$ cat src/rtl/fixed_timestep_accumulator_macros.svh
// Assertion macros shared by the accumulator RTL.
`ifndef FIXED_TIMESTEP_ACCUMULATOR_MACROS_SVH
`define FIXED_TIMESTEP_ACCUMULATOR_MACROS_SVH

// Check a consequent in the same cycle as its antecedent.
`define FTA_ASSERT_NOW(label, clk, rst, ante, cons, msg) \
   label: assert property (@(posedge clk) disable iff (rst) (ante) |-> (cons)) \
      else $error(msg);

// Check a consequent in the cycle after its antecedent.
`define FTA_ASSERT_NEXT(label, clk, rst, ante, cons, msg) \
   label: assert property (@(posedge clk) disable iff (rst) (ante) |=> (cons)) \
      else $error(msg);

`endif

$ cat src/rtl/fta_pkg.sv
// Shared constants and types of the fixed timestep accumulator.
package fta_pkg;

   // Fixed point and accumulator sizing
   localparam int FRACTION_BITS = 16;
   localparam int TIME_WIDTH    = 64;

   // Field widths
   localparam int STEP_W   = 32;
   localparam int FRAC_W   = 24;
   localparam int SUB_W    = 5;
   localparam int TOTAL_W  = 63;
   localparam int INT_BITS = FRAC_W - FRACTION_BITS;

   // Divider: the shifted divisor spans the step width plus the quotient width
   localparam int DIV_W   = STEP_W + FRAC_W;
   localparam int UNIT_W  = (TIME_WIDTH > DIV_W) ? TIME_WIDTH : DIV_W;
   localparam int QCNT_W  = $clog2(FRAC_W);

   localparam int SUBSTEP_LIMIT = 16;

   // Register reset values
   localparam logic [STEP_W-1:0] FIXED_STEP_RESET = STEP_W'(16666667);
   localparam logic [STEP_W-1:0] MAX_FRAME_RESET  = STEP_W'(250000000);
   localparam logic [SUB_W-1:0]  MAX_SUB_RESET    = SUB_W'(8);

   // Register indexes
   localparam int CSR_IDX_W = 2;
   localparam logic [CSR_IDX_W-1:0] CSR_FIXED_STEP = 2'd0;
   localparam logic [CSR_IDX_W-1:0] CSR_MAX_FRAME  = 2'd1;
   localparam logic [CSR_IDX_W-1:0] CSR_MAX_SUB    = 2'd2;

   // Sequencer states
   typedef enum logic [2:0] {
      ST_IDLE,
      ST_CLAMP,
      ST_ACCUM,
      ST_STEP,
      ST_CHECK,
      ST_DIVIDE,
      ST_FINISH
   } state_type;

endpackage

$ cat src/rtl/fta_channels.sv
// Valid/ready channel interfaces of the fixed timestep accumulator.

// Frame delta input channel
interface fta_req_if import fta_pkg::*; ();
   logic              valid;
   logic              ready;
   logic [STEP_W-1:0] frame_delta_ns;

   modport source (output valid, output frame_delta_ns, input ready);
   modport sink   (input valid, input frame_delta_ns, output ready);
endinterface

// Step result channel
interface fta_rsp_if import fta_pkg::*; ();
   logic               valid;
   logic               ready;
   logic [SUB_W-1:0]   step_count;
   logic [TOTAL_W-1:0] sim_tick;
   logic [TOTAL_W-1:0] sim_time_ns;
   logic [FRAC_W-1:0]  blend_fraction;
   logic               was_first_frame;

   modport source (output valid, output step_count, output sim_tick, output sim_time_ns,
                   output blend_fraction, output was_first_frame, input ready);
   modport sink   (input valid, input step_count, input sim_tick, input sim_time_ns,
                   input blend_fraction, input was_first_frame, output ready);
endinterface

// Register write channel
interface fta_csr_if import fta_pkg::*; ();
   logic                 valid;
   logic                 ready;
   logic [CSR_IDX_W-1:0] index;
   logic [STEP_W-1:0]    data;

   modport source (output valid, output index, output data, input ready);
   modport sink   (input valid, input index, input data, output ready);
endinterface

$ cat src/rtl/fta_cmp_sub.sv
// Shared compare and subtract unit used by the clamp, substep, check and divide steps.
module fta_cmp_sub import fta_pkg::*; (
   input  logic [UNIT_W-1:0] op_a,
   input  logic [UNIT_W-1:0] op_b,
   output logic [UNIT_W-1:0] diff,
   output logic              a_ge_b
);

   logic [UNIT_W:0] wide_diff;

   // Subtract with one extra bit: the borrow tells the compare result
   assign wide_diff = {1'b0, op_a} - {1'b0, op_b};
   assign diff      = wide_diff[UNIT_W-1:0];
   assign a_ge_b    = ~wide_diff[UNIT_W];

endmodule

$ cat src/rtl/fixed_timestep_accumulator.sv
// Top level of the fixed timestep accumulator: sequencer, state and result register.
//
//   channel   dir   transfer when          payload
//   req_chan  in    valid && ready         frame_delta_ns
//   rsp_chan  out   valid && ready         step_count, sim_tick, sim_time_ns,
//                                          blend_fraction, was_first_frame
//   csr_chan  in    valid (ready held 1)   index, data
//
// Frame states run clamp, accumulate, substep loop, check, divide, finish; an arming
// frame starts at check. A zero step size or a saturated fraction skips the division.
// The clamp, substep loop, check and restoring division share one compare/subtract unit.
// Reset clears the accumulator, tick, time and armed flag and reloads the registers.
// The next frame is taken while a result waits in the output register; a frame that
// finishes before that result is taken holds in its last state.
`include "fixed_timestep_accumulator_macros.svh"

module fixed_timestep_accumulator import fta_pkg::*; (
   input  logic clock,
   input  logic reset,
   fta_req_if.sink   req_chan,
   fta_rsp_if.source rsp_chan,
   fta_csr_if.sink   csr_chan
);

   // Configuration registers
   logic [STEP_W-1:0]     fixed_step_ff, fixed_step_in;
   logic [STEP_W-1:0]     max_frame_ff, max_frame_in;
   logic [SUB_W-1:0]      max_sub_ff, max_sub_in;

   // Sequencer and model state
   state_type             state_ff, state_in;
   logic                  armed_ff, armed_in;
   logic                  first_ff, first_in;
   logic [STEP_W-1:0]     delta_ff, delta_in;
   logic [TIME_WIDTH-1:0] acc_ff, acc_in;
   logic [TOTAL_W-1:0]    time_ff, time_in;
   logic [TOTAL_W-1:0]    tick_ff, tick_in;
   logic [SUB_W-1:0]      cap_ff, cap_in;
   logic [SUB_W-1:0]      steps_ff, steps_in;

   // Divider registers
   logic [DIV_W-1:0]      rem_ff, rem_in;
   logic [DIV_W-1:0]      div_ff, div_in;
   logic [FRAC_W-1:0]     frac_ff, frac_in;
   logic [QCNT_W-1:0]     qcnt_ff, qcnt_in;

   // Result register
   logic                  rsp_valid_ff, rsp_valid_in;
   logic [SUB_W-1:0]      rsp_steps_ff;
   logic [TOTAL_W-1:0]    rsp_tick_ff;
   logic [TOTAL_W-1:0]    rsp_time_ff;
   logic [FRAC_W-1:0]     rsp_frac_ff;
   logic                  rsp_first_ff;

   // Shared unit ports and handshake terms
   logic [UNIT_W-1:0]     unit_a, unit_b, unit_diff;
   logic                  unit_ge;
   logic                  req_xfer;
   logic                  out_free;
   logic                  step_go;
   logic [TIME_WIDTH:0]   acc_sum;

   fta_cmp_sub u_cmp_sub (
      .op_a   (unit_a),
      .op_b   (unit_b),
      .diff   (unit_diff),
      .a_ge_b (unit_ge)
   );

   assign req_xfer = req_chan.valid && req_chan.ready;
   assign out_free = !rsp_valid_ff || rsp_chan.ready;
   assign step_go  = unit_ge && (steps_ff < cap_ff);
   assign acc_sum  = {1'b0, acc_ff} + (TIME_WIDTH + 1)'(delta_ff);

   // Next state
   always_comb begin
      state_in = state_ff;
      case (state_ff)
         ST_IDLE: begin
            if (req_xfer) begin
               state_in = armed_ff ? ST_CLAMP : ST_CHECK;
            end
         end
         ST_CLAMP:  state_in = ST_ACCUM;
         ST_ACCUM:  state_in = ST_STEP;
         ST_STEP: begin
            if (!step_go) begin
               state_in = ST_CHECK;
            end
         end
         ST_CHECK: begin
            if ((fixed_step_ff == '0) || unit_ge) begin
               state_in = ST_FINISH;
            end else begin
               state_in = ST_DIVIDE;
            end
         end
         ST_DIVIDE: begin
            if (qcnt_ff == '0) begin
               state_in = ST_FINISH;
            end
         end
         ST_FINISH: begin
            if (out_free) begin
               state_in = ST_IDLE;
            end
         end
         default:   state_in = ST_IDLE;
      endcase
   end

   // Handshake outputs and shared unit operand select
   always_comb begin
      req_chan.ready = (state_ff == ST_IDLE);
      csr_chan.ready = 1'b1;
      unit_a = '0;
      unit_b = '0;
      case (state_ff)
         ST_CLAMP: begin
            unit_a = UNIT_W'(delta_ff);
            unit_b = UNIT_W'(max_frame_ff);
         end
         ST_STEP: begin
            unit_a = UNIT_W'(acc_ff);
            unit_b = UNIT_W'(fixed_step_ff);
         end
         ST_CHECK: begin
            unit_a = UNIT_W'(acc_ff);
            unit_b = UNIT_W'(fixed_step_ff) << INT_BITS;
         end
         ST_DIVIDE: begin
            unit_a = UNIT_W'(rem_ff);
            unit_b = UNIT_W'(div_ff);
         end
         default: begin
            unit_a = '0;
            unit_b = '0;
         end
      endcase
   end

   // Datapath next values
   always_comb begin
      fixed_step_in = fixed_step_ff;
      max_frame_in  = max_frame_ff;
      max_sub_in    = max_sub_ff;
      armed_in      = armed_ff;
      first_in      = first_ff;
      delta_in      = delta_ff;
      acc_in        = acc_ff;
      time_in       = time_ff;
      tick_in       = tick_ff;
      cap_in        = cap_ff;
      steps_in      = steps_ff;
      rem_in        = rem_ff;
      div_in        = div_ff;
      frac_in       = frac_ff;
      qcnt_in       = qcnt_ff;
      rsp_valid_in  = rsp_valid_ff;

      // Drop the result once the sink takes it
      if (rsp_valid_ff && rsp_chan.ready) begin
         rsp_valid_in = 1'b0;
      end

      // Register writes
      if (csr_chan.valid) begin
         case (csr_chan.index)
            CSR_FIXED_STEP: fixed_step_in = csr_chan.data;
            CSR_MAX_FRAME:  max_frame_in  = csr_chan.data;
            CSR_MAX_SUB:    max_sub_in    = csr_chan.data[SUB_W-1:0];
            default: begin
               fixed_step_in = fixed_step_ff;
            end
         endcase
      end

      case (state_ff)
         ST_IDLE: begin
            if (req_xfer) begin
               delta_in = req_chan.frame_delta_ns;
               first_in = !armed_ff;
               armed_in = 1'b1;
               steps_in = '0;
               cap_in   = (max_sub_ff > SUB_W'(SUBSTEP_LIMIT)) ?
                          SUB_W'(SUBSTEP_LIMIT) : max_sub_ff;
            end
         end
         ST_CLAMP: begin
            // Clamp the delta to the frame limit
            if (unit_ge) begin
               delta_in = max_frame_ff;
            end
         end
         ST_ACCUM: begin
            // Saturating add into the accumulator
            acc_in = acc_sum[TIME_WIDTH] ? '1 : acc_sum[TIME_WIDTH-1:0];
         end
         ST_STEP: begin
            // Take one fixed step off the accumulator
            if (step_go) begin
               acc_in   = unit_diff[TIME_WIDTH-1:0];
               time_in  = time_ff + TOTAL_W'(fixed_step_ff);
               tick_in  = tick_ff + TOTAL_W'(1);
               steps_in = steps_ff + SUB_W'(1);
            end
         end
         ST_CHECK: begin
            // Zero step gives zero, an integer part past range saturates
            if (fixed_step_ff == '0) begin
               frac_in = '0;
            end else if (unit_ge) begin
               frac_in = '1;
            end else begin
               frac_in = '0;
               rem_in  = DIV_W'(acc_ff) << FRACTION_BITS;
               div_in  = DIV_W'(fixed_step_ff) << (FRAC_W - 1);
               qcnt_in = QCNT_W'(FRAC_W - 1);
            end
         end
         ST_DIVIDE: begin
            // One restoring division bit per cycle
            if (unit_ge) begin
               rem_in = unit_diff[DIV_W-1:0];
            end
            frac_in = {frac_ff[FRAC_W-2:0], unit_ge};
            div_in  = div_ff >> 1;
            qcnt_in = qcnt_ff - QCNT_W'(1);
         end
         ST_FINISH: begin
            if (out_free) begin
               rsp_valid_in = 1'b1;
            end
         end
         default: begin
            rsp_valid_in = rsp_valid_ff;
         end
      endcase
   end

   // Control and model state
   always_ff @(posedge clock) begin
      if (reset) begin
         state_ff      <= ST_IDLE;
         armed_ff      <= 1'b0;
         acc_ff        <= '0;
         time_ff       <= '0;
         tick_ff       <= '0;
         rsp_valid_ff  <= 1'b0;
         fixed_step_ff <= FIXED_STEP_RESET;
         max_frame_ff  <= MAX_FRAME_RESET;
         max_sub_ff    <= MAX_SUB_RESET;
      end else begin
         state_ff      <= state_in;
         armed_ff      <= armed_in;
         acc_ff        <= acc_in;
         time_ff       <= time_in;
         tick_ff       <= tick_in;
         rsp_valid_ff  <= rsp_valid_in;
         fixed_step_ff <= fixed_step_in;
         max_frame_ff  <= max_frame_in;
         max_sub_ff    <= max_sub_in;
      end
   end

   // Working registers
   always_ff @(posedge clock) begin
      first_ff <= first_in;
      delta_ff <= delta_in;
      cap_ff   <= cap_in;
      steps_ff <= steps_in;
      rem_ff   <= rem_in;
      div_ff   <= div_in;
      frac_ff  <= frac_in;
      qcnt_ff  <= qcnt_in;
   end

   // Load the result register when the frame finishes
   always_ff @(posedge clock) begin
      if ((state_ff == ST_FINISH) && out_free) begin
         rsp_steps_ff <= first_ff ? '0 : steps_ff;
         rsp_tick_ff  <= tick_ff;
         rsp_time_ff  <= time_ff;
         rsp_frac_ff  <= frac_ff;
         rsp_first_ff <= first_ff;
      end
   end

   assign rsp_chan.valid           = rsp_valid_ff;
   assign rsp_chan.step_count      = rsp_steps_ff;
   assign rsp_chan.sim_tick        = rsp_tick_ff;
   assign rsp_chan.sim_time_ns     = rsp_time_ff;
   assign rsp_chan.blend_fraction  = rsp_frac_ff;
   assign rsp_chan.was_first_frame = rsp_first_ff;

   // Assertions
   `FTA_ASSERT_NEXT(a_arm_to_check, clock, reset, req_xfer && !armed_ff,
                    (state_ff == ST_CHECK) && first_ff,
                    "arming frame must go straight to the fraction check")
   `FTA_ASSERT_NOW(a_steps_capped, clock, reset, state_ff == ST_STEP,
                   (steps_ff <= cap_ff) && (cap_ff <= SUB_W'(SUBSTEP_LIMIT)),
                   "substep count ran past its cap")
   `FTA_ASSERT_NOW(a_div_bound, clock, reset, state_ff == ST_DIVIDE,
                   rem_ff < (div_ff << 1), "division remainder out of bound")
   `FTA_ASSERT_NEXT(a_finish_loads, clock, reset, (state_ff == ST_FINISH) && out_free,
                    rsp_valid_ff && (state_ff == ST_IDLE),
                    "finished frame did not reach the result register")
   `FTA_ASSERT_NOW(a_busy_armed, clock, reset, state_ff != ST_IDLE, armed_ff,
                   "frame in progress while not armed")

endmodule

$ cat src/flat_wrapper.sv
// flat-port wrapper written by rule: the top's interface ports become plain ports
module fixed_timestep_accumulator_flat import fta_pkg::*;
  (clock, reset, req_chan_valid, req_chan_frame_delta_ns, req_chan_ready, rsp_chan_valid, rsp_chan_step_count, rsp_chan_sim_tick, rsp_chan_sim_time_ns, rsp_chan_blend_fraction, rsp_chan_was_first_frame, rsp_chan_ready, csr_chan_valid, csr_chan_index, csr_chan_data, csr_chan_ready);
  fta_req_if req_chan_i ();
  fta_rsp_if rsp_chan_i ();
  fta_csr_if csr_chan_i ();
  input  logic clock;
  input  logic reset;
  input wire logic [$bits(req_chan_i.valid)-1:0] req_chan_valid;
  input wire logic [$bits(req_chan_i.frame_delta_ns)-1:0] req_chan_frame_delta_ns;
  output wire logic [$bits(req_chan_i.ready)-1:0] req_chan_ready;
  output wire logic [$bits(rsp_chan_i.valid)-1:0] rsp_chan_valid;
  output wire logic [$bits(rsp_chan_i.step_count)-1:0] rsp_chan_step_count;
  output wire logic [$bits(rsp_chan_i.sim_tick)-1:0] rsp_chan_sim_tick;
  output wire logic [$bits(rsp_chan_i.sim_time_ns)-1:0] rsp_chan_sim_time_ns;
  output wire logic [$bits(rsp_chan_i.blend_fraction)-1:0] rsp_chan_blend_fraction;
  output wire logic [$bits(rsp_chan_i.was_first_frame)-1:0] rsp_chan_was_first_frame;
  input wire logic [$bits(rsp_chan_i.ready)-1:0] rsp_chan_ready;
  input wire logic [$bits(csr_chan_i.valid)-1:0] csr_chan_valid;
  input wire logic [$bits(csr_chan_i.index)-1:0] csr_chan_index;
  input wire logic [$bits(csr_chan_i.data)-1:0] csr_chan_data;
  output wire logic [$bits(csr_chan_i.ready)-1:0] csr_chan_ready;
  assign req_chan_i.valid = req_chan_valid;
  assign req_chan_i.frame_delta_ns = req_chan_frame_delta_ns;
  assign req_chan_ready = req_chan_i.ready;
  assign rsp_chan_valid = rsp_chan_i.valid;
  assign rsp_chan_step_count = rsp_chan_i.step_count;
  assign rsp_chan_sim_tick = rsp_chan_i.sim_tick;
  assign rsp_chan_sim_time_ns = rsp_chan_i.sim_time_ns;
  assign rsp_chan_blend_fraction = rsp_chan_i.blend_fraction;
  assign rsp_chan_was_first_frame = rsp_chan_i.was_first_frame;
  assign rsp_chan_i.ready = rsp_chan_ready;
  assign csr_chan_i.valid = csr_chan_valid;
  assign csr_chan_i.index = csr_chan_index;
  assign csr_chan_i.data = csr_chan_data;
  assign csr_chan_ready = csr_chan_i.ready;
  fixed_timestep_accumulator u_core (.clock(clock), .reset(reset), .req_chan(req_chan_i), .rsp_chan(rsp_chan_i), .csr_chan(csr_chan_i));
endmodule
$ cat config.mk
export PLATFORM = sky130hd
export DESIGN_NAME = fixed_timestep_accumulator_flat
export DESIGN_NICKNAME = d
export VERILOG_FILES = /design/src/rtl/fta_pkg.sv /design/src/rtl/fta_channels.sv /design/src/rtl/fta_cmp_sub.sv /design/src/rtl/fixed_timestep_accumulator.sv /design/src/flat_wrapper.sv
export VERILOG_INCLUDE_DIRS = /design/src /design/src/rtl
export SDC_FILE = /design/constraint.sdc
export NUM_CORES = 1
export LEC_CHECK = 0
export BUFFER_PORTS_ARGS = -buffer_cell sky130_fd_sc_hd__buf_4
export CAP_MARGIN = 20
export CORE_MARGIN = 1.5
export CORE_UTILIZATION = 40
export CTS_CLUSTER_SIZE = 16
export DETAILED_ROUTE_END_ITERATION = 6
export PLACE_DENSITY = 0.58
export SYNTH_ARGS = -nofsm -noshare
export SYNTH_HDL_FRONTEND = slang
export SYNTH_SLANG_ARGS = --single-unit
$ cat constraint.sdc
create_clock -name clock -period 14.5 [get_ports clock]
set_input_delay 2.175 -clock clock [delete_from_list [all_inputs] [get_ports clock]]
set_output_delay 2.175 -clock clock [all_outputs]
set_load 0.005 [all_outputs]
==> metrics.md <==
| Metric | Value |
|---|---|
| Outcome | completed |
| Max_slew headroom | 0.296 |
| Grt ovf | 0 |
| Clock transition at path regs | 0.06 ns |
| Most numerous cell in the Yosys netlist | nand2_1 |
| CP max FO | 59 |
| Vias/cell | 5.75 |
| FP Rows | 104 |
| CTS Buf Count | 70 |
| Top cells by area, synth | edfxtp_1, dfxtp_1, nand2_1 |
| Total wire length | 106 mm |
| Asr flop ratio synth | 0 |
| Top FF cell, synth | edfxtp_1 |
| Synth top area share | 0.314 |
| Fin nets | 3837 |
| Final Cycle Share | 0.474 |
| Via Count | 27.3k |
| Port bufs | 228 |
| Max-Cap Viols | 0 |
| CTS tree | built |
| Register bit total from synthesis | 603 |
| GRT Total Usage | 0.249 |
| Leading area contributor after synthesis | edfxtp_1 |
| DR WL met3 | 6.04 mm |
| Minimum clock period | 6.88 ns |
| Critical path type | reg2reg |
| CTS Buffer Depth | 3 |
| Synthesized area | 32400 µm² |
| Yosys warnings | 0 |
| Fill cells | 7768 |
| Ant. Diodes | 0 |
| Root Buffer | clkbuf_16 |
| Final Setup Violations | 0 |
| # H-tree levels | 3 |
| DPL Wire Length | 76.1 mm |
| Clk_skew | 0.0417 ns |
| Initial antenna violation count | 0 |
| Overall power | 7.46 mW |
| Initial DRC count | 2446 |
| Sum of negative setup slack | 0 ns |
| Initial core utilization | 0.403 |
| Cell variety after synth | 93 |
| Pwr Density | 198 nW/µm² |
| FMAX | 145 MHz |
| CTS sink cnt | 603 |
| DR WL/cell | 22.2 µm |
| Least-Margin Pin Slew | 1.06 ns |
| Hold WC Path Type | reg2reg |
| Synth cell count leaders | nand2_1, edfxtp_1, a21oi_1, dfxtp_1, nor2_1 |
| Hold slack final | 0.437 ns |
| Top Layer Used | met4 |
| Final hold vios | 0 |
| Die X-Extent | 288 µm |
| Post-CTS Resized | 0 |
| Final instance area | 37600 µm² |
| Die height | 288 µm |
| Crit path arrival time | 7.12 ns |
| Final ANT Viol Nets | 0 |
| Core ar. | 80400 µm² |
| Syn Inst Count | 3484 |
| Worst-Skew Late Latency | 0.65 ns |
| IO Count | 230 |
| Lkg Pwr | 14.7 nW |
| Register area share after synthesis | 0.477 |
| Routability cong. | 0.949 |
| Mean Syn Cell Area | 9.31 µm² |
| P&R area growth vs syn | 15.9% |
| 1st-pass router iterations | 6 |
| DR WL met2 | 49.9 mm |
| # hold bufs at CTS | 0 |
| Syn nets | 3684 |
| Setup Fix Bufs, Post-CTS | 0 |
| Vias in the first global route | 25.8k |
| Die area | 82800 µm² |
| Share of cells above drive strength 1 | 0.134 |
| Largest net degree at the start of global routing | 90 |
| Critical path launch point type | register |
| Met1 WL | 46.1 mm |
| DP Area | 35100 µm² |
| CP endpoint kind | register |
| Req. time, crit path | 14.74 ns |
| EDFF count, synth | 339 |
| First-pass GRT wire length | 158 mm |
| RSZ-0062 raised after global routing | false |
| Worst vdd ir | 0.172 mV |
| Final Slew Violations | 0 |
| Remaining DRCs | 0 |
per-layer routing:
layer / vias to the layer above / global-route usage
met2: 957 / 0.412
met3: 206 / 0.0336
met4: 0 / 0.0821
li1: 13000 / -
met1: 13200 / 0.335
met5: - / 0
layout by cell type (no fill, tap or decap), drive strengths merged, types with 11 or more instances in the layout:
cell type / instances
o21bai: 15
or3: 24
a211oi: 36
a21oi: 297
nor2b: 23
o21ai: 197
nand2b: 20
nor4: 26
mux2i: 14
a22o: 34
nor3b: 23
xor2: 82
mux2: 43
clkbuf: 86
nor2: 216
dfxtp: 264
a2111oi: 20
a21o: 94
buf: 269
and2: 31
clkinv: 26
nor3: 58
a221oi: 19
o21a: 19
edfxtp: 339
and3: 65
nand3b: 14
ha: 126
o221ai: 13
a31oi: 15
or2: 11
a22oi: 33
o211ai: 38
nand4: 40
nand2: 675
xnor2: 100
nand3: 96
inv: 68
cell families (layout without fill, tap and decap cells):
family          count (synthesis)  after routing  synth area share
mux                            57             57            0.0192
compound gates                916            916             0.183
fa+ha+maj                     129            129            0.0505
other cells                     1              1          0.000116
buf+inv                       253            462            0.0307
flops                         603            603             0.477
xor+xnor                      182            182            0.0491
simple gates                 1343           1343             0.191
flip-flops by register name, summed over array words and instances (netlist names), 24 cells and up:
signal	count
u_core.acc_ff	64
u_core.rsp_chan.sim_tick	63
u_core.rsp_chan.sim_time_ns	63
u_core.tick_ff	63
u_core.time_ff	63
u_core.rem_ff	56
u_core.div_ff	55
u_core.delta_ff	32
u_core.fixed_step_ff	32
u_core.max_frame_ff	32
u_core.frac_ff	24
u_core.rsp_chan.blend_fraction	24
power breakdown:
group / internal, mW / switching, mW / total, mW
Clock: 1.09 / 0.774 / 1.87
Sequential: 2.24 / 0.183 / 2.43
Combinational: 1.05 / 2.11 / 3.16
Total: 4.39 / 3.07 / 7.46
through the flow:
step	setup WS, ns	util	std cells
global route	7.16	0.467	4753
CTS	7.73	0.467	4752
finish	7.62	0.467	4753
global placement	7.86	0.436	4623
detailed placement	7.78	0.436	4624
floorplan	0.897	-	3484
worst max-delay path: stages (launching register included):
cell	delay, ns
dfxtp_2	0.31
buf_4	0.49
nand2b_1	0.38
inv_2	0.43
and2_4	0.51
buf_4	0.65
a22o_1	0.27
ha_1	0.31
a21o_1	0.24
a32o_1	0.28
o21ai_0	0.40
o22ai_1	0.21
nor3_4	0.44
nand2_1	0.27
nor3_1	0.23
a21oi_1	0.09
nor2_4	0.12
buf_4	0.69
cell type report:
type	count	area (µm²)	share of cell area
multi-input combinational	2628	16000	0.427
sequential	603	15500	0.412
timing repair buffer	269	2040	0.0543
clock buffer	86	1890	0.0503
tap	1060	1330	0.0353
clock inverter	42	562	0.0149
inverter	65	244	0.00649
worst paths after layout:
check	cells after the start	slack, ns	endpoint	startpoint
setup / recovery	17	7.62	u_core.rem_ff[18]$_DFFE_PP_	u_core.state_ff[2]$_SDFFE_PP0P_
hold reg to reg	0	0.44	u_core.rsp_chan.sim_time_ns[62]$_DFFE_PP_	u_core.time_ff[62]$_SDFFE_PP0P_
setup reg to reg	17	7.62	u_core.rem_ff[18]$_DFFE_PP_	u_core.state_ff[2]$_SDFFE_PP0P_
hold / removal	0	0.44	u_core.rsp_chan.sim_time_ns[62]$_DFFE_PP_	u_core.time_ff[62]$_SDFFE_PP0P_
Note: power is estimated with default switching activity, not from simulation.
